File: src/hdl/bpr_pkg.sv
`timescale 1ns / 1ps

package bpr_pkg;

  localparam int unsigned LenMax   = 253;
  localparam int unsigned QDepth   = 4;
  localparam int unsigned QPtrW    = $clog2(QDepth);
  localparam int unsigned QCntW    = $clog2(QDepth + 1);

  localparam logic [1:0] OP_BYTE  = 2'd0;
  localparam logic [1:0] OP_TICK  = 2'd1;
  localparam logic [1:0] OP_START = 2'd2;

  localparam logic [1:0] ST_OK       = 2'd0;
  localparam logic [1:0] ST_LENGTH   = 2'd1;
  localparam logic [1:0] ST_CHECKSUM = 2'd2;
  localparam logic [1:0] ST_TIMEOUT  = 2'd3;

  localparam logic [1:0] RP_NONE = 2'd0;
  localparam logic [1:0] RP_ACK  = 2'd1;
  localparam logic [1:0] RP_NACK = 2'd2;

  localparam logic KIND_PAYLOAD = 1'b0;
  localparam logic KIND_STATUS  = 1'b1;

  localparam logic CFG_EXPECTED_LENGTH = 1'b0;
  localparam logic CFG_TIMEOUT_TICKS   = 1'b1;

  localparam logic [7:0]  ExpLenReset  = 8'd4;
  localparam logic [15:0] TimeoutReset = 16'd1000;

  typedef struct packed {
    logic       kind;
    logic [7:0] payload_byte;
    logic [1:0] status;
    logic [1:0] reply;
    logic       last;
  } result_t;

endpackage

File: src/hdl/bootloader_packet_receiver_core.sv
`timescale 1ns / 1ps

// Receives one bootloader response packet per start transaction and returns each payload
// byte as it arrives, followed by one final status with the reply to send. Every input
// transaction is handled in the cycle it is accepted, so one item can be taken per clock cycle
// while in_stall_o is low. Results go into a four-entry result queue that drains at one result
// per cycle while out_stall_i is low; input is accepted whenever that queue has room for two
// results, so that the final payload byte of a packet, which yields two results, always fits.
// Configuration writes are always accepted and should only be made while no packet is
// being processed and the result queue is empty.
module bootloader_packet_receiver_core (
  input  logic                  clk_i,
  input  logic                  rst_ni,
  input  logic                  in_valid_i,
  output logic                  in_stall_o,
  input  logic [1:0]            in_op_i,
  input  logic [7:0]            in_rx_byte_i,
  output logic                  out_valid_o,
  input  logic                  out_stall_i,
  output logic                  out_kind_o,
  output logic [7:0]            out_payload_byte_o,
  output logic [1:0]            out_status_o,
  output logic [1:0]            out_reply_o,
  output logic                  out_last_o,
  input  logic                  cfg_valid_i,
  output logic                  cfg_ready_o,
  input  logic                  cfg_index_i,
  input  logic [15:0]           cfg_data_i
);
  import bpr_pkg::*;

  logic [7:0]  exp_len_q;
  logic [15:0] timeout_q;
  logic        active_q, active_d;
  logic [7:0]  taken_q, taken_d;
  logic [7:0]  rx_sum_q, rx_sum_d;
  logic [7:0]  run_sum_q, run_sum_d;
  logic [15:0] ticks_q, ticks_d;

  result_t             queue_q [QDepth];
  logic [QPtrW-1:0]    wr_ptr_q, rd_ptr_q;
  logic [QCntW-1:0]    cnt_q;

  logic        accept, pop;
  logic [1:0]  n_push;
  result_t     res0, res1;
  logic        len_ok;
  logic [8:0]  target;
  logic [8:0]  taken_inc;
  logic [7:0]  sum_inc;
  logic [15:0] ticks_inc;

  assign cfg_ready_o = 1'b1;
  assign in_stall_o  = cnt_q > QCntW'(QDepth - 2);
  assign accept      = in_valid_i && !in_stall_o;
  assign out_valid_o = cnt_q != '0;
  assign pop         = out_valid_o && !out_stall_i;

  assign out_kind_o         = queue_q[rd_ptr_q].kind;
  assign out_payload_byte_o = queue_q[rd_ptr_q].payload_byte;
  assign out_status_o       = queue_q[rd_ptr_q].status;
  assign out_reply_o        = queue_q[rd_ptr_q].reply;
  assign out_last_o         = queue_q[rd_ptr_q].last;

  assign len_ok    = (exp_len_q != 8'd0) && (exp_len_q <= 8'(LenMax));
  assign target    = {1'b0, exp_len_q} + 9'd2;
  assign taken_inc = {1'b0, taken_q} + 9'd1;
  assign sum_inc   = run_sum_q + in_rx_byte_i;
  assign ticks_inc = (ticks_q != 16'hFFFF) ? ticks_q + 16'd1 : ticks_q;

  function automatic result_t status_res(logic [1:0] st, logic [1:0] rp);
    result_t r;
    r.kind         = KIND_STATUS;
    r.payload_byte = 8'd0;
    r.status       = st;
    r.reply        = rp;
    r.last         = 1'b1;
    return r;
  endfunction

  always_comb begin
    active_d  = active_q;
    taken_d   = taken_q;
    rx_sum_d  = rx_sum_q;
    run_sum_d = run_sum_q;
    ticks_d   = ticks_q;
    n_push    = 2'd0;
    res0      = status_res(ST_OK, RP_NONE);
    res1      = status_res(ST_OK, RP_NONE);
    if (accept) begin
      if (in_op_i == OP_START) begin
        taken_d   = 8'd0;
        rx_sum_d  = 8'd0;
        run_sum_d = 8'd0;
        ticks_d   = 16'd0;
        active_d  = 1'b1;
        if (!len_ok) begin
          active_d = 1'b0;
          n_push   = 2'd1;
          res0     = status_res(ST_LENGTH, RP_NONE);
        end
      end else if (active_q && in_op_i == OP_TICK) begin
        ticks_d = ticks_inc;
        if (ticks_inc >= timeout_q) begin
          active_d = 1'b0;
          n_push   = 2'd1;
          res0     = status_res(ST_TIMEOUT, RP_NONE);
        end
      end else if (active_q && in_op_i == OP_BYTE) begin
        if (!len_ok) begin
          active_d = 1'b0;
          n_push   = 2'd1;
          res0     = status_res(ST_LENGTH, RP_NONE);
        end else if (taken_q == 8'd0) begin
          if (in_rx_byte_i != 8'd0) begin
            if ({1'b0, in_rx_byte_i} != target) begin
              active_d = 1'b0;
              n_push   = 2'd1;
              res0     = status_res(ST_LENGTH, RP_NACK);
            end else begin
              taken_d = 8'd1;
            end
          end
        end else if (taken_q == 8'd1) begin
          rx_sum_d = in_rx_byte_i;
          taken_d  = 8'd2;
        end else begin
          run_sum_d          = sum_inc;
          taken_d            = taken_inc[7:0];
          n_push             = 2'd1;
          res0.kind          = KIND_PAYLOAD;
          res0.payload_byte  = in_rx_byte_i;
          res0.status        = ST_OK;
          res0.reply         = RP_NONE;
          res0.last          = 1'b0;
          if ({1'b0, taken_inc[7:0]} >= target) begin
            active_d = 1'b0;
            n_push   = 2'd2;
            if (sum_inc == rx_sum_q) begin
              res1 = status_res(ST_OK, RP_ACK);
            end else begin
              res1 = status_res(ST_CHECKSUM, RP_NACK);
            end
          end
        end
      end
    end
  end

  always_ff @(posedge clk_i or negedge rst_ni) begin
    if (!rst_ni) begin
      exp_len_q <= ExpLenReset;
      timeout_q <= TimeoutReset;
      active_q  <= 1'b0;
      taken_q   <= 8'd0;
      rx_sum_q  <= 8'd0;
      run_sum_q <= 8'd0;
      ticks_q   <= 16'd0;
      wr_ptr_q  <= '0;
      rd_ptr_q  <= '0;
      cnt_q     <= '0;
    end else begin
      if (cfg_valid_i && cfg_ready_o) begin
        unique case (cfg_index_i)
          CFG_EXPECTED_LENGTH: exp_len_q <= cfg_data_i[7:0];
          CFG_TIMEOUT_TICKS:   timeout_q <= cfg_data_i;
          default: ;
        endcase
      end
      active_q  <= active_d;
      taken_q   <= taken_d;
      rx_sum_q  <= rx_sum_d;
      run_sum_q <= run_sum_d;
      ticks_q   <= ticks_d;
      wr_ptr_q  <= wr_ptr_q + QPtrW'(n_push);
      rd_ptr_q  <= rd_ptr_q + QPtrW'(pop);
      cnt_q     <= cnt_q + QCntW'(n_push) - QCntW'(pop);
    end
  end

  always_ff @(posedge clk_i) begin
    if (n_push != 2'd0) begin
      queue_q[wr_ptr_q] <= res0;
    end
    if (n_push == 2'd2) begin
      queue_q[wr_ptr_q + QPtrW'(1)] <= res1;
    end
  end

  // The queue never holds more results than it has entries.
  assert property (@(posedge clk_i) disable iff (!rst_ni) cnt_q <= QCntW'(QDepth))
    else $error("result queue overflow");

  // A final status always closes the packet.
  assert property (@(posedge clk_i) disable iff (!rst_ni)
    (n_push != 2'd0 && (n_push == 2'd2 ? res1.last : res0.last)) |=> !active_q)
    else $error("packet still active after final status");

  // Only a status result may carry the last flag.
  assert property (@(posedge clk_i) disable iff (!rst_ni)
    (out_valid_o && out_last_o) |-> out_kind_o == KIND_STATUS)
    else $error("last flag on a payload result");

  // Bytes and ticks outside a packet produce nothing.
  assert property (@(posedge clk_i) disable iff (!rst_ni)
    (accept && !active_q && in_op_i != OP_START) |-> n_push == 2'd0)
    else $error("result produced while idle");

endmodule

File: config.mk
export PLATFORM = sky130hd
export DESIGN_NAME = bootloader_packet_receiver_core
export DESIGN_NICKNAME = d
export VERILOG_FILES = /design/src/hdl/bpr_pkg.sv /design/src/hdl/bootloader_packet_receiver_core.sv
export SDC_FILE = /design/constraint.sdc
export NUM_CORES = 1
export LEC_CHECK = 0
export BUFFER_PORTS_ARGS = -buffer_cell sky130_fd_sc_hd__buf_2
export CORE_MARGIN = 1.5
export CORE_UTILIZATION = 35
export CTS_BUF_LIST = sky130_fd_sc_hd__clkbuf_8 sky130_fd_sc_hd__clkbuf_16
export CTS_CLUSTER_SIZE = 24
export DETAILED_ROUTE_END_ITERATION = 10
export SYNTH_ARGS = -nofsm -noshare
export SYNTH_HDL_FRONTEND = slang
export SYNTH_SLANG_ARGS = --single-unit
File: constraint.sdc
create_clock -name clk_i -period 14.4 [get_ports clk_i]
set_input_delay 0.72 -clock clk_i [delete_from_list [all_inputs] [get_ports clk_i]]
set_output_delay 0.72 -clock clk_i [all_outputs]
set_load 0.01 [all_outputs]
### Yosys cells after proc, flatten, opt, wreduce, memory -nomap -nowiden

Memory sizes are Yosys's and may differ from the RTL's.
Cells that the tools add are included.

* register bits: 72
* output and inout bits: 17
* memories: 1
* RAM bits: 56
* bits in latches: 0
* input bits: 32
* logic and storage cells: 137
* ROM bits: 0

Memories
* queue_q: depth 4, bits a word 14, read ports 1, clocked after memory_dff 0, wr ports 2, RTL line bootloader_packet_receiver_core.sv:40 `result_t queue_q [QDepth];`

* bitwise logic cells: 1
* multiplexer cells: 70
* magnitude comparators: 4
* $mul: 0
* equal/unequal tests: 17
* divide/modulo/power cells: 0
* reductions and logical operators: 25
* shift operators: 0
* $add $sub $neg: 9

Operators with widths (count)
* $mux W8: 20
* $mux W14: 7
* $mux W5: 10
* $mux W16: 3
* $mux W1: 19
* $reduce_and A6 Y1: 3
* $add A16 B1 Y16 const B: 1
* $ge A16 B16 Y1: 1
* $mux W2: 8
* $ne A16 B16 Y1 const B: 1
* $reduce_bool A8 Y1: 2
* $mux W4: 3
* $ne A5 B4 Y1 const B: 2
* $reduce_bool A2 Y1: 5
* $add A8 B2 Y9 const B: 1
* $ge A8 B9 Y1: 1
* $ne A8 B9 Y1: 1
* $add A8 B1 Y8 const B: 1
* $add A8 B8 Y8: 1
* $eq A8 B1 Y1 const B: 1
* $eq A8 B8 Y1: 1
* $le A8 B8 Y1 const B: 1
* $logic_not A8 Y1: 1
* $reduce_and A7 Y1: 1
* 19 further kinds: 31

### Logic depth before layout (Yosys ltp)

Gate-level depths: netlist of the first run.

* depth after elaboration: 13
* gate-level depth with buffers: 22
* gate-level depth less buffers: 21

### Worst setup path before layout of the first run

OpenSTA, ideal clock, no wires.

* path type: register to register
* start: register ticks_q[6]
* end: register cnt_q[2]
* buffers on the path: 1
* clock period less this slack: 4.770 ns
* arrival time: 4.647 ns
* required time: 14.277 ns
* cell stages (with the launch flop): 22
* setup time: 0.123 ns
* slack: 9.630 ns
* cell sequence: dfrtp_1 -> clkbuf_1 -> and4_1 -> and3_1 -> nand4_1 -> and4_1 -> and4_1 -> xor2_1 -> ha_1 -> o211a_1 -> a2111oi_0 -> nor3_1 -> o21ai_0 -> a221oi_1 -> o21ai_1 -> ha_1 -> inv_1 -> ha_1 -> inv_1 -> fa_1 -> xor2_1 -> xnor2_1

* cells in the longest elaborated chain, start to end: 9
* elaborated cells on any way between the ends: 10
* classes of those cells: add/sub: 3; order compare: 1; eq/ne: 1; mux: 5

Ends and longest elaborated chain
* start: declaration: RTL line bootloader_packet_receiver_core.sv:38 `logic [15:0] ticks_q, ticks_d;`
* start signal: assignment: RTL line bootloader_packet_receiver_core.sv:174 `ticks_q <= ticks_d;`
* $add A16 B1 Y16 or $ne A16 B16 Y1 (tied branches): RTL line bootloader_packet_receiver_core.sv:69 `assign ticks_inc = (ticks_q != 16'hFFFF) ? ticks_q + 16'd1 : ticks_q;`
* $mux W16 (*): RTL line bootloader_packet_receiver_core.sv:69
* $ge A16 B16 Y1 (*): RTL line bootloader_packet_receiver_core.sv:104 `if (ticks_inc >= timeout_q) begin`
* $mux W1 (*): RTL line bootloader_packet_receiver_core.sv:104
* $mux W2 (*): RTL line bootloader_packet_receiver_core.sv:102 `end else if (active_q && in_op_i == OP_TICK) begin`
* $mux W2 (*): RTL line bootloader_packet_receiver_core.sv:91 `if (in_op_i == OP_START) begin`
* $mux W2 (*): RTL line bootloader_packet_receiver_core.sv:90 `if (accept) begin`
* $add A3 B2 Y3 (*): RTL line bootloader_packet_receiver_core.sv:177 `cnt_q <= cnt_q + QCntW'(n_push) - QCntW'(pop);`
* $sub A3 B1 Y3 (*): RTL line bootloader_packet_receiver_core.sv:177
* end signal: assignment: RTL line bootloader_packet_receiver_core.sv:177
* end: declaration: RTL line bootloader_packet_receiver_core.sv:42 `logic [QCntW-1:0] cnt_q;`

Mark *: on every way between the ends. The rest lies on a longest branch, timed or not.
A chain may end at the register's enable or synchronous reset.

### Worst setup path in the final report of the first run

Ends and elaborated chain as after synthesis.

==> impl.org, run 1 <==
** Timing
- At the pin with the least slew margin, the transition time is 1.19 ns.
- Static timing analysis puts the maximum clock frequency at 186 MHz.
- RSZ-0062 raised after global routing :: no
- The total count of max-transition violations in the final report is 0.
- Subtracting the final worst setup slack from the clock period gives 5.39 ns.
- Period utilisation layout :: 37.4%
- The tightest hold path in the finished design has a slack of 0.431 ns.
- Setup total negative slack on the finished layout was measured at 0 ns.
- Relative max-transition margin :: 21.0%
- Final hold violation count :: 0
- Number of setup violations in the final report :: 0
- Clock tree skew after final layout :: 0.00872 ns

** GRT
- Global routing finished with a remaining overflow of 0.
- Pin count of the biggest net entering global routing :: 73
- The number of global-route vias before repair was 6,082.
- Global-route wire length before repair :: 31,600 um
- Global routing consumed, over all layers together, 18.0% of the routing resources.
- Initial antenna violation count :: 0

** Placed design
- The congestion estimate from routability-driven global placement came to 0.795.
- The wire-length estimate of the detail-placed layout is 13,500 um.
- Number of buffers added on ports :: 47
- In this run the cell area measured after placement is 0.00804 sq mm.
- After detailed placement, the design holds a cell count of 1,085.

** Job
- Max-cap violation count :: 0

** Synthesis
- Combined area of all synthesized cells :: 0.00765 sq mm
- Sequential cells were found to cover 38.8% of the synthesized design area.
- Most instantiated library cell after synthesis :: nand2_1
- Counting flops with an async set or reset pin after synthesis yields a share of 58.1%.
- Ranked by instance count, the synthesized netlist is headed by nand2_1 (72), dfrtp_1 (65), o21ai_0 (62), nand3_1 (59).
- Biggest area consumer among synthesized cells :: dfrtp_1
- During synthesis, Yosys emitted a total of 0 warnings.
- Synthesis produced 805 cells.
- In this run, distinct cell masters in the synthesized netlist total 75.
- In this run the biggest area consumer among cell types represents 21.3% of the synthesized area.
- Flip-flop and latch count after synthesis :: 124
- The number of nets in the synthesized netlist is 880.
- Top cells by area in the synthesized netlist :: dfrtp_1 (21%), dfxtp_1 (10%), ha_1 (6.7%), edfxtp_1 (4.7%), o21ai_0 (4.1%)
- For this run, the leading register cell type out of synthesis is dfrtp_1.
- Average size of a mapped cell :: 9.51 sq um
- The synthesized design contains 12 enable-type register cells.

** Die
- The die is 151 um wide.
- Number of top-level design ports :: 49
- Full die area :: 0.0228 sq mm
- Die Height :: 151 um
- Row cnt :: 53
- Core region area :: 0.0212 sq mm
- Initial core utilization :: 36.1%

** Detailed routing
- Wirelength, routed :: 19,300 um
- Average detailed-routed wire length per instance :: 17.2 um
- Dividing the detail-routed via count by the number of cells gives 5.50.
- Detailed-routing iteration count for the pre-antenna-repair pass :: 5
- Number of DRC violations after detailed-routing iteration 0 :: 357
- Number of remaining DRC errors :: 0
- Vias :: 6,141
- The detail route stage leaves a number of antenna-violating nets equal to 0.

** Pwr
- Across the VDD grid, the largest voltage drop is 0.0738 mV.
- Total leakage power :: 0.00383 uW
- For this design the ratio of total power to cell area is 169 mW/mm^2.

** Finish
- Nets@finish :: 904
- Synthesis-to-finish area growth :: 13.0%
- Antenna cells :: 0
- Cells with a size suffix above 1 make up 15.8% of the layout.
- Final design utilization :: 40.8%
- After the flow finishes, the layout carries non-filler instances totaling 1,117.
- Fill cells in the final layout number 2,131.
- Area of all placed cells without fillers :: 0.00865 sq mm

** Min path
- Path class of the lowest-slack min-delay path :: in2async

** Clock network
- The tree is rooted in a clkbuf_16.
- TritonCTS built the clock tree.
- Maximum clock insertion buffer count :: 2
- Clock latency at the later pin of the worst-skew pair :: 0.42 ns
- TritonCTS created 17 clock buffers.
- Post-CTS timing repair inserted 0 buffers for setup.
- In this run the number of H-tree levels came out at 4.
- Clock Pin Slew Worst Setup and Hold Paths :: 0.06 ns
- CTS resizes :: 0
- Clock net sink count :: 124
- CTS Hold Buffers Added :: 0

** Critical path
- Along the worst path, the maximum fanout reaches 8.
- Crit end category :: register
- Critical Path AT :: 5.69 ns
- The critical path is of the reg2reg type.
- STA puts the critical path data required time at 14.70 ns.
- Nature of the critical path startpoint :: register
- The number of cells on the worst reg-to-reg path is 20.

** Run status
- The flow ran to the end, and the final reports show no timing, DRC or antenna violations.
[power breakdown]
| group | internal [uW] | switching (uW) | total [uW] |
|---|---|---|---|
| clock | 270 | 166 | 436 |
| combinational | 246 | 282 | 528 |
| sequential | 416 | 82.5 | 499 |
| total | 933 | 531 | 1460 |
[per-stage QoR]
| step | setup WS [ns] | total power [uW] |
|---|---|---|
| floorplan | 9.63 | 889 |
| global placement | 9.21 | 1030 |
| detailed placement | 9.09 | 1030 |
| CTS | 9.05 | 1470 |
| global route | 8.59 | 1570 |
| finish | 9.01 | 1460 |
[routing by layer]
layer | routed length (um) | GRT usage, % | vias up | share of wire [%]
met3 | 857 | 3.43 | 24 | 4.4
met2 | 9200 | 29.6 | 142 | 48
li1 | - | - | 2996 | -
met1 | 8870 | 23.5 | 2979 | 46
met4 | 337 | 6.70 | 0 | 1.7
met5 | 0 | 0 | - | 0
[registers in the layout, indices dropped and copies added (netlist names)]
name	count
run_sum_q	8
wr_ptr_q	2
taken_q	8
queue_q	52
exp_len_q	8
ticks_q	16
cnt_q	3
timeout_q	16
active_q	1
rx_sum_q	8
rd_ptr_q	2
[layout by cell type (no fill, tap or decap), types with 4 or more instances in the layout]
cell       instances
a2111oi_0          4
dfxtp_1           40
inv_1             43
a211o_1            4
o21ai_0           61
edfxtp_1          12
a22o_1            11
o211ai_1           5
a22oi_1           18
a21o_1             5
a21oi_1           21
nand2_1           72
nand3_1           59
xnor2_1           30
mux2i_1           10
mux2_2            24
o2bb2ai_1         10
and4_1             6
buf_2             46
mux4_2            13
nand2b_1           6
a31oi_1           21
dfstp_2            7
nor2_1            36
nor4_1             5
ha_1              41
nor2b_1           11
dfrtp_1           65
and3_1            10
clkinv_4           5
nor3_1            11
nand4_1            7
xor2_1            20
o31ai_1           10
clkbuf_16         18
and2_1            16
[final cells by class]
cell class	count	area [sq um]	area share, %
clock buffer	19	464	5.37
clock inverter	13	140	1.62
inverter	42	158	1.82
multi-input combinational	596	4330	50.0
sequential	124	2970	34.4
tap	275	344	3.98
timing repair buffer	48	245	2.84
[final timing paths]
path,start,endpoint,slack (ns)
setup / recovery,ticks_q[6],cnt_q[2],9.01
hold / removal,rst_ni,timeout_q[11],0.43
setup reg to reg,ticks_q[6],cnt_q[2],9.01
hold reg to reg,queue_q[1][7],queue_q[1][7],0.46
max in group asynchronous,rst_ni,run_sum_q[6],13.32
min in group clk_i,queue_q[1][7],queue_q[1][7],0.46
[cells by family (layout without fill, tap and decap cells)]
group / count (synthesis) / count (layout) / share of synthesized area [%]
compound gates: 199 / 199 / 17.9
xor+xnor: 52 / 52 / 6.23
fa+ha+maj: 43 / 43 / 7.23
buf+inv: 85 / 122 / 4.66
flops: 124 / 124 / 38.8
mux: 47 / 47 / 8.66
other cells: 1 / 1 / 0.0490
simple gates: 254 / 254 / 16.5
[worst max-delay path, stage by stage, from the launching register on]
cell       delay, ns
dfrtp_1         0.44
and4_1          0.25
and3_1          0.24
nand4_1         0.30
and4_1          0.38
and4_1          0.25
xor2_1          0.15
ha_1            0.29
o211a_1         0.15
a2111oi_0       0.06
nor3_1          0.17
o21ai_0         0.25
a221oi_1        0.74
o21ai_1         0.33
ha_1            0.37
inv_1           0.05
ha_1            0.13
inv_1           0.05
fa_1            0.37
xor2_1          0.16
xnor2_1         0.13
Note: power is estimated with default switching activity, not from simulation.
==> run 2, diff against run 1 <==
- clock period: 14.4 -> 4.75 ns (I/O delays scaled with it)
==> run 2 against run 1 <==
Against the previous run: global-route usage is 0.30 points lower; utilization is 0.83 points higher; total power grew to 3.0 times the previous value; count of clock-buffer cells in the layout is 3 higher; final cell count is 1.6% higher; non-clock buffer count is 17 higher; via count is 1.2% higher; setup slack worse by 8.8 ns.
==> impl.org, run 2 (synthesis gave the netlist of run 1 again) <==
** Critical path
- Worst reg2reg path startpoint :: ticks_q[4]
- Worst Reg2Reg Path Length in Cells :: 22 (+10%)
- The endpoint identified for the worst register-to-register timing path is cnt_q[2].
- The worst endpoint required time was 5.06 ns (-9.64 ns).
- The slack of the worst reg-to-reg path came to 0.18 ns (-8.83 ns).
- Crit end category :: register
- The worst setup path is launched from a register.
- Worst setup path class :: reg2reg
- Critical path peak fanout :: 5 (-3)
- The critical path starts at ticks_q[4].
- Worst setup path endpoint :: cnt_q[2]
- Critical Path AT :: 4.88 ns (-0.81 ns)

** Die
- The number of cell rows is 53 (unchanged).
- Die Height :: 151 um (unchanged)
- The horizontal die dimension was 151 um (unchanged).
- Initial core utilization :: 36.1% (unchanged)
- Number of top-level design ports :: 49 (unchanged)
- The core region area came to 0.0212 sq mm (unchanged).
- The overall die area is 0.0228 sq mm (unchanged).

** Timing
- The peak clock frequency supported by timing is 219 MHz (+18%).
- Period utilisation layout :: 96.1% (+59 points)
- Clock tree skew after final layout :: 0.0157 ns (+0.00698 ns)
- Relative max-transition margin :: 34.3% (+13 points)
- Post-route minimum period :: 4.57 ns (-0.820 ns)
- The number of hold violations in the final report is 0 (unchanged).
- The measured slew at the worst slew-check pin came to 0.978 ns (-0.207 ns).
- Number of setup violations in the final report :: 0 (unchanged)
- Sum of negative setup slack :: 0 ns (unchanged)
- The total count of max-transition violations in the final report came to 0 (unchanged).

** Detailed routing
- Number of DRC violations after detailed-routing iteration 0 :: 346 (-3.1%)
- The detailed-router iteration count before antenna repair was 5 (unchanged).
- Number of remaining DRC errors :: 0 (unchanged)
- The total number of vias was 6,215 (+1.2%).
- Antenna viol nets, final :: 0 (unchanged)
- Vias/cell :: 5.48 (-0.40%)
- The sum of routed wire length over all layers came to 19,500 um (+1.2%).
- Average detailed-routed wire length per instance :: 17.2 um (-0.38%)

** Finish
- queue_q holds more flip-flops than any other register.
- The share of cells above drive strength 1 came to 18.5% (+2.7 points).
- The top cell types in the final layout, fill and taps aside, are nand2_1 (72), dfrtp_1 (65), o21ai_0 (61).
- The count of filler cells inserted in the layout is 2,077 (-2.5%).
- Relative to the synthesized area, the layout overhead comes to 15.3%.
- Area of all placed cells without fillers :: 0.00882 sq mm (+2.0%)
- Number of flip-flops in the largest register :: 52 (unchanged)
- The library cell used most frequently in the layout, excluding fill and tap cells, is nand2_1.
- Top flop regs :: queue_q x52, ticks_q x16, timeout_q x16
- Nets@finish :: 921 (+1.9%)

** GRT
- GRT Resource Usage Total :: 17.7% (-0.30 points)
- Initial antenna violation count :: 0 (unchanged)
- The global-route wire length before repair came to 30,800 um (-2.5%).
- The number of global-route vias before repair came to 5,828 (-4.2%).
- Pin count of the biggest net entering global routing :: 73 (unchanged)
- The remaining global-route overflow was 0 (unchanged).

** Clock network
- The number of CTS-inserted buffers is 17 (unchanged).
- The number of buffers on the longest clock path is 2 (unchanged).
- The count of clock tree sinks came to 124 (unchanged).
- The maximum level of the CTS H-tree was 4 (unchanged).
- Clock Pin Slew Worst Setup and Hold Paths :: 0.06 ns (about the same)
- The tree is rooted in a clkbuf_16.
- TritonCTS clock tree :: done
- Clock latency at the later pin of the worst-skew pair :: 0.43 ns (about the same)

** Pwr
- The worst supply voltage drop on vdd was 0.273 mV (+270%).
- The power per unit of standard cell area came to 505 mW/mm^2 (+200%).
- Total leakage power :: 0.00393 uW (+2.8%)

** Placed design
- Number of buffers added on ports :: 47 (unchanged)
- The post-detailed-placement half-perimeter wirelength came to 13,600 um (+1.2%).
- Routability congestion estimate from global placement :: 0.809 (+1.8%)
- The placed instance area came to 0.00816 sq mm (+1.4%).

** Min path
- In this run the worst hold path is classified as in2reg.
- Hold path startpoint :: cfg_data_i[8]

** Run status
- The run finished with clean final reports.

** Job
- Max-cap violation count :: 0 (unchanged)
-- run 2: cell count changes in the layout (fill, tap and decap cells not counted), moves of 2 or more --
cell / previous run / this run
inv_4: 0 / 2
and4_1: 6 / 4
bufinv_16: 2 / 0
buf_4: 2 / 18
clkinv_4: 5 / 1
a2111oi_1: 0 / 3
clkbuf_16: 18 / 20
a2111oi_0: 4 / 1
inv_6: 2 / 4
clkinv_2: 0 / 2
-- run 2: worst max-delay path, cell delays in order, from the launching register on --
cell and delay [ns]:
dfrtp_1 0.42, and4_2 0.28, and2_1 0.19, nand4_1 0.15, buf_4 0.16, and4_1 0.23, nand3_2 0.13, xnor2_2 0.17
ha_1 0.32, a2111oi_1 0.38, o21ai_0 0.16, a211o_1 0.28, o21ai_0 0.07, buf_4 0.17, a221oi_4 0.08, o21ai_2 0.10
ha_1 0.24, inv_1 0.05, ha_1 0.13, inv_1 0.05, fa_1 0.39, xor2_2 0.16, xnor2_1 0.13
-- run 2: metrics by stage --
| step | hold WS (ns) | power [uW] | std cells | utilization (%) | setup WS, ns |
|---|---|---|---|---|---|
| after floorplan | -0.0581 | 2700 | 805 | - | 0.0880 |
| after global placement | 0.439 | 3130 | 1099 | 38.4 | 0.258 |
| after detailed placement | 0.448 | 3150 | 1099 | 38.4 | 0.136 |
| after CTS | 0.0173 | 4470 | 1132 | 41.3 | 0.107 |
| after global routing | 0.0207 | 4770 | 1134 | 41.6 | -0.123 |
| final | 0.0343 | 4460 | 1135 | 41.6 | 0.185 |
-- run 2: power by group --
group          internal, uW  leakage (uW)  switching, uW
Combinational           770       0.00230            877
Sequential             1260       0.00133            236
Clock                   793      0.000305            519
Total                  2820       0.00393           1630
-- run 2: final cells by class --
type	instances	area [sq um]	share of cell area (%)
clock inverters	10	70.1	0.794
inverters	42	158	1.79
diodes	1	2.50	0.0284
flip-flops and latches	124	2970	33.7
well taps	275	344	3.90
repair buffers	65	375	4.25
multi-input cells	596	4380	49.6
clock buffers	22	528	5.98
-- run 2: worst min-delay path by stage --
stage	to	cells after the start
final	timeout_q[8]	2
after global routing	timeout_q[9]	2
after CTS	timeout_q[14]	2
after detailed placement	timeout_q[13]	1
after global placement	timeout_q[13]	1
after floorplan	active_q	0
-- run 2: metal layers --
layer	up-vias	wire, um	GRT usage, %
li1	3038	-	-
met5	-	0	0
met1	3010	9080	23.7
met4	0	272	6.02
met3	22	881	3.61
met2	145	9260	28.4
-- run 2: timing repair --
action / CTS / global route
setup buffers: 0 / 2
gates resized for setup: 0 / 13
endpoints found under the hold margin: 16 / 0
hold buffers: 1 / 0
setup endpoints to repair: 0 / 2
==> run 3, diff against run 2 <==
- HOLD_SLACK_MARGIN: unset -> 0.05
- PLACE_DENSITY_LB_ADDON: unset -> 0.3
==> run 3 against run 2 <==
Against the previous run: global-route usage down 0.20 points; sequential share of layout area down 0.33 points; combinational power about the same.
==> impl.org, run 3 (synthesis gave the netlist of run 1 again) <==
** Detailed routing
- The total number of vias is 6,263 (+0.77%).
- The average wire per cell in the routed design came to 16.7 um (-2.8%).
- Number of DRC violations after detailed-routing iteration 0 :: 371 (+7.2%)
- The sum of routed wire length over all layers is 19,100 um (-2.1%).
- The detailed-router iteration count before antenna repair was 4 (-1).
- The final routed DRC violation total is 0 (unchanged).
- Vias/cell :: 5.48 (about the same)
- Antenna viol nets, final :: 0 (unchanged)

** Timing
- Number of setup violations in the final report :: 0 (unchanged)
- Post-route minimum period :: 4.43 ns (-0.136 ns)
- The post-route worst hold slack was 0.0734 ns (+0.0391 ns).
- The number of hold violations in the final report was 0 (unchanged).
- The worst slew margin relative to its limit is 31.5% (-2.8 points).
- Top achievable clock speed :: 226 MHz (+3.1%)
- Final Slew Violations :: 0 (unchanged)
- The final worst slack is 0.321 ns (+0.136 ns).
- The worst clock skew came to 0.0107 ns (-0.00496 ns).
- Sum of negative setup slack :: 0 ns (unchanged)
- Period utilisation layout :: 93.2% (-2.9 points)
- RSZ-0062 raised after global routing :: no
- The measured slew at the worst slew-check pin is 1.03 ns (+0.0489 ns).

** GRT
- The initial antenna violation count was 0 (unchanged).
- Overflow left after global routing :: 0 (unchanged)
- Pin count of the biggest net entering global routing :: 73 (unchanged)
- Vias in the first global route :: 5,959 (+2.2%)
- The total global routing track utilization was 17.5% (-0.20 points).
- The global-route wire length before repair is 30,800 um (about the same).

** Clock network
- TritonCTS built the clock tree.
- CTS Buf Count :: 17 (unchanged)
- Clock net sink count :: 124 (unchanged)
- The clock latency on the worst-skew pair came to 0.42 ns (about the same).
- Clock tree synthesis selected as its root buffer the cell clkbuf_16.
- The clock slew at the register clock pins of the worst setup and hold paths was 0.06 ns (about the same).
- Maximum clock insertion buffer count :: 2 (unchanged)
- H-Tree Level Count :: 4 (unchanged)

** Pwr
- The net switching fraction of the power is 35.4% (-1.2 points).
- The share of power burned in registers came to 33.2% (-0.4 points).
- Net Sw Power :: 1600 uW (-1.9%)
- Portion of total power attributed to the clock network :: 30.7% (+1.3 points)
- Peak VDD IR :: 0.228 mV (-16%)
- The internal power consumption was 2920 uW (+3.4%).
- Total leakage power :: 0.00396 uW (+0.66%)
- The power per unit of standard cell area was 507 mW/mm^2 (+0.46%).
- The part of the total power dissipated in combinational logic came to 36.1% (-0.9 points).

** Finish
- The share of cells above drive strength 1 came to 17.9% (-0.63 points).
- In the final layout, the registers with the most flip-flops are queue_q x52, ticks_q x16, timeout_q x16.
- Most used cells in the layout excluding fill and tap cells :: nand2_1 (72), dfrtp_1 (65), o21ai_0 (60)
- The final-stage net count is 929 (+0.87%).
- Final design utilization :: 42.0% (+0.41 points)
- The number of flip-flops under the largest register name was 52 (unchanged).
- Synthesis-to-finish area growth :: 16.4%
- Area of all placed cells without fillers :: 0.00891 sq mm (+0.99%)
- Leading cell type in the layout, fill and taps excluded :: nand2_1
- queue_q holds more flip-flops than any other register.

** Die
- The number of cell rows is 53 (unchanged).
- Overall die width :: 151 um (unchanged)
- The overall die area came to 0.0228 sq mm (unchanged).
- Number of top-level design ports :: 49 (unchanged)
- The height of the chip was 151 um (unchanged).
- The starting density of the core is 36.1% (unchanged).
- The core region area is 0.0212 sq mm (unchanged).

** Min path
- The hold-critical path depth came to 2 (unchanged).
- Hold path startpoint :: cfg_data_i[7]
- Path class of the lowest-slack min-delay path :: in2reg
- The path with the worst hold slack has its endpoint at timeout_q[7].

** Placed design
- The placed instance area is 0.00816 sq mm (about the same).
- DP HPWL :: 13,500 um (-1.1%)
- The placer congestion estimate was 0.815 (+0.78%).
- The count of input and output buffers was 47 (unchanged).
- DP Worst Slack :: 0.133 ns (-0.00300 ns)

** Critical path
- The worst endpoint data arrival time was 4.73 ns (-0.15 ns).
- The maximum net fanout on the critical path was 5 (unchanged).
- R2r endpoint :: cnt_q[2]
- Crit end category :: register
- Worst setup path class :: reg2reg
- Register-to-register setup slack :: 0.32 ns (+0.14 ns)
- STA classifies the critical path startpoint as a register.
- Worst reg2reg path startpoint :: ticks_q[8]
- The worst reg2reg path depth was 21 (-4.5%).
- The worst endpoint required time was 5.05 ns (about the same).

** Run status
- Run status :: completed

** Job
- The max-capacitance violation count was 0 (unchanged).
==> run 3: timing repair <==
item,4_1_cts,5_1_grt
endpoints found under the setup margin,0,2
buffers inserted,0,1
hold buffers,9,0
endpoints found under the hold margin,73,0
resized for setup,0,9
==> run 3: cell type report <==
class,instances,area (sq um)
inverter,42,158
clock buffer,18,439
multi-input combinational,596,4350
clock inverter,14,193
tap,275,344
fill,2083,12300
timing repair buffer,73,455
sequential,124,2970
antenna,1,2.50
==> run 3: worst max-delay path by stage <==
stage                    start        to  slack [ns]
finish              ticks_q[8]  cnt_q[2]        0.32
global route        ticks_q[8]  cnt_q[2]        0.04
CTS                 ticks_q[8]  cnt_q[2]        0.04
detailed placement  ticks_q[8]  cnt_q[2]        0.13
global placement    ticks_q[8]  cnt_q[2]        0.21
floorplan           ticks_q[6]  cnt_q[2]        0.09
==> run 3: metrics by stage <==
step	power, uW	instances
after CTS	4560	1141
after global placement	3130	1100
after floorplan	2700	805
after detailed placement	3140	1100
final	4520	1143
after global routing	4840	1142
==> run 3: critical path, stage by stage (launching register included) <==
cell and delay (ns):
dfrtp_1 0.42, and4_1 0.23, and3_2 0.25, nand4_1 0.14, buf_4 0.16, and4_1 0.22, nand3_1 0.15, xnor2_1 0.17
ha_1 0.33, a2111oi_2 0.34, nor3_1 0.08, a211o_1 0.33, o21ai_2 0.10, a221oi_2 0.09, o21ai_1 0.15, ha_1 0.25
inv_1 0.06, ha_1 0.12, inv_1 0.05, fa_1 0.37, xor2_1 0.16, xnor2_1 0.13
==> run 3: power groups by stage <==
| stage | Combinational [uW] | Clock (uW) | Sequential, uW |
|---|---|---|---|
| detailed placement | 1620 | 0 | 1520 |
| floorplan | 1300 | 0 | 1400 |
| CTS | 1630 | 1420 | 1500 |
| global route | 1840 | 1460 | 1540 |
| finish | 1630 | 1390 | 1500 |
| global placement | 1610 | 0 | 1520 |
==> run 3: per-layer routing <==
layer / routed length [um] / part of all wire [%] / track usage (%) / vias up
met4: 420 / 2.2 / 7.23 / 0
met1: 8860 / 46 / 23.2 / 3017
met3: 895 / 4.7 / 3.46 / 31
met2: 8920 / 47 / 27.9 / 159
li1: - / - / - / 3056
met5: 0 / 0 / 0 / -
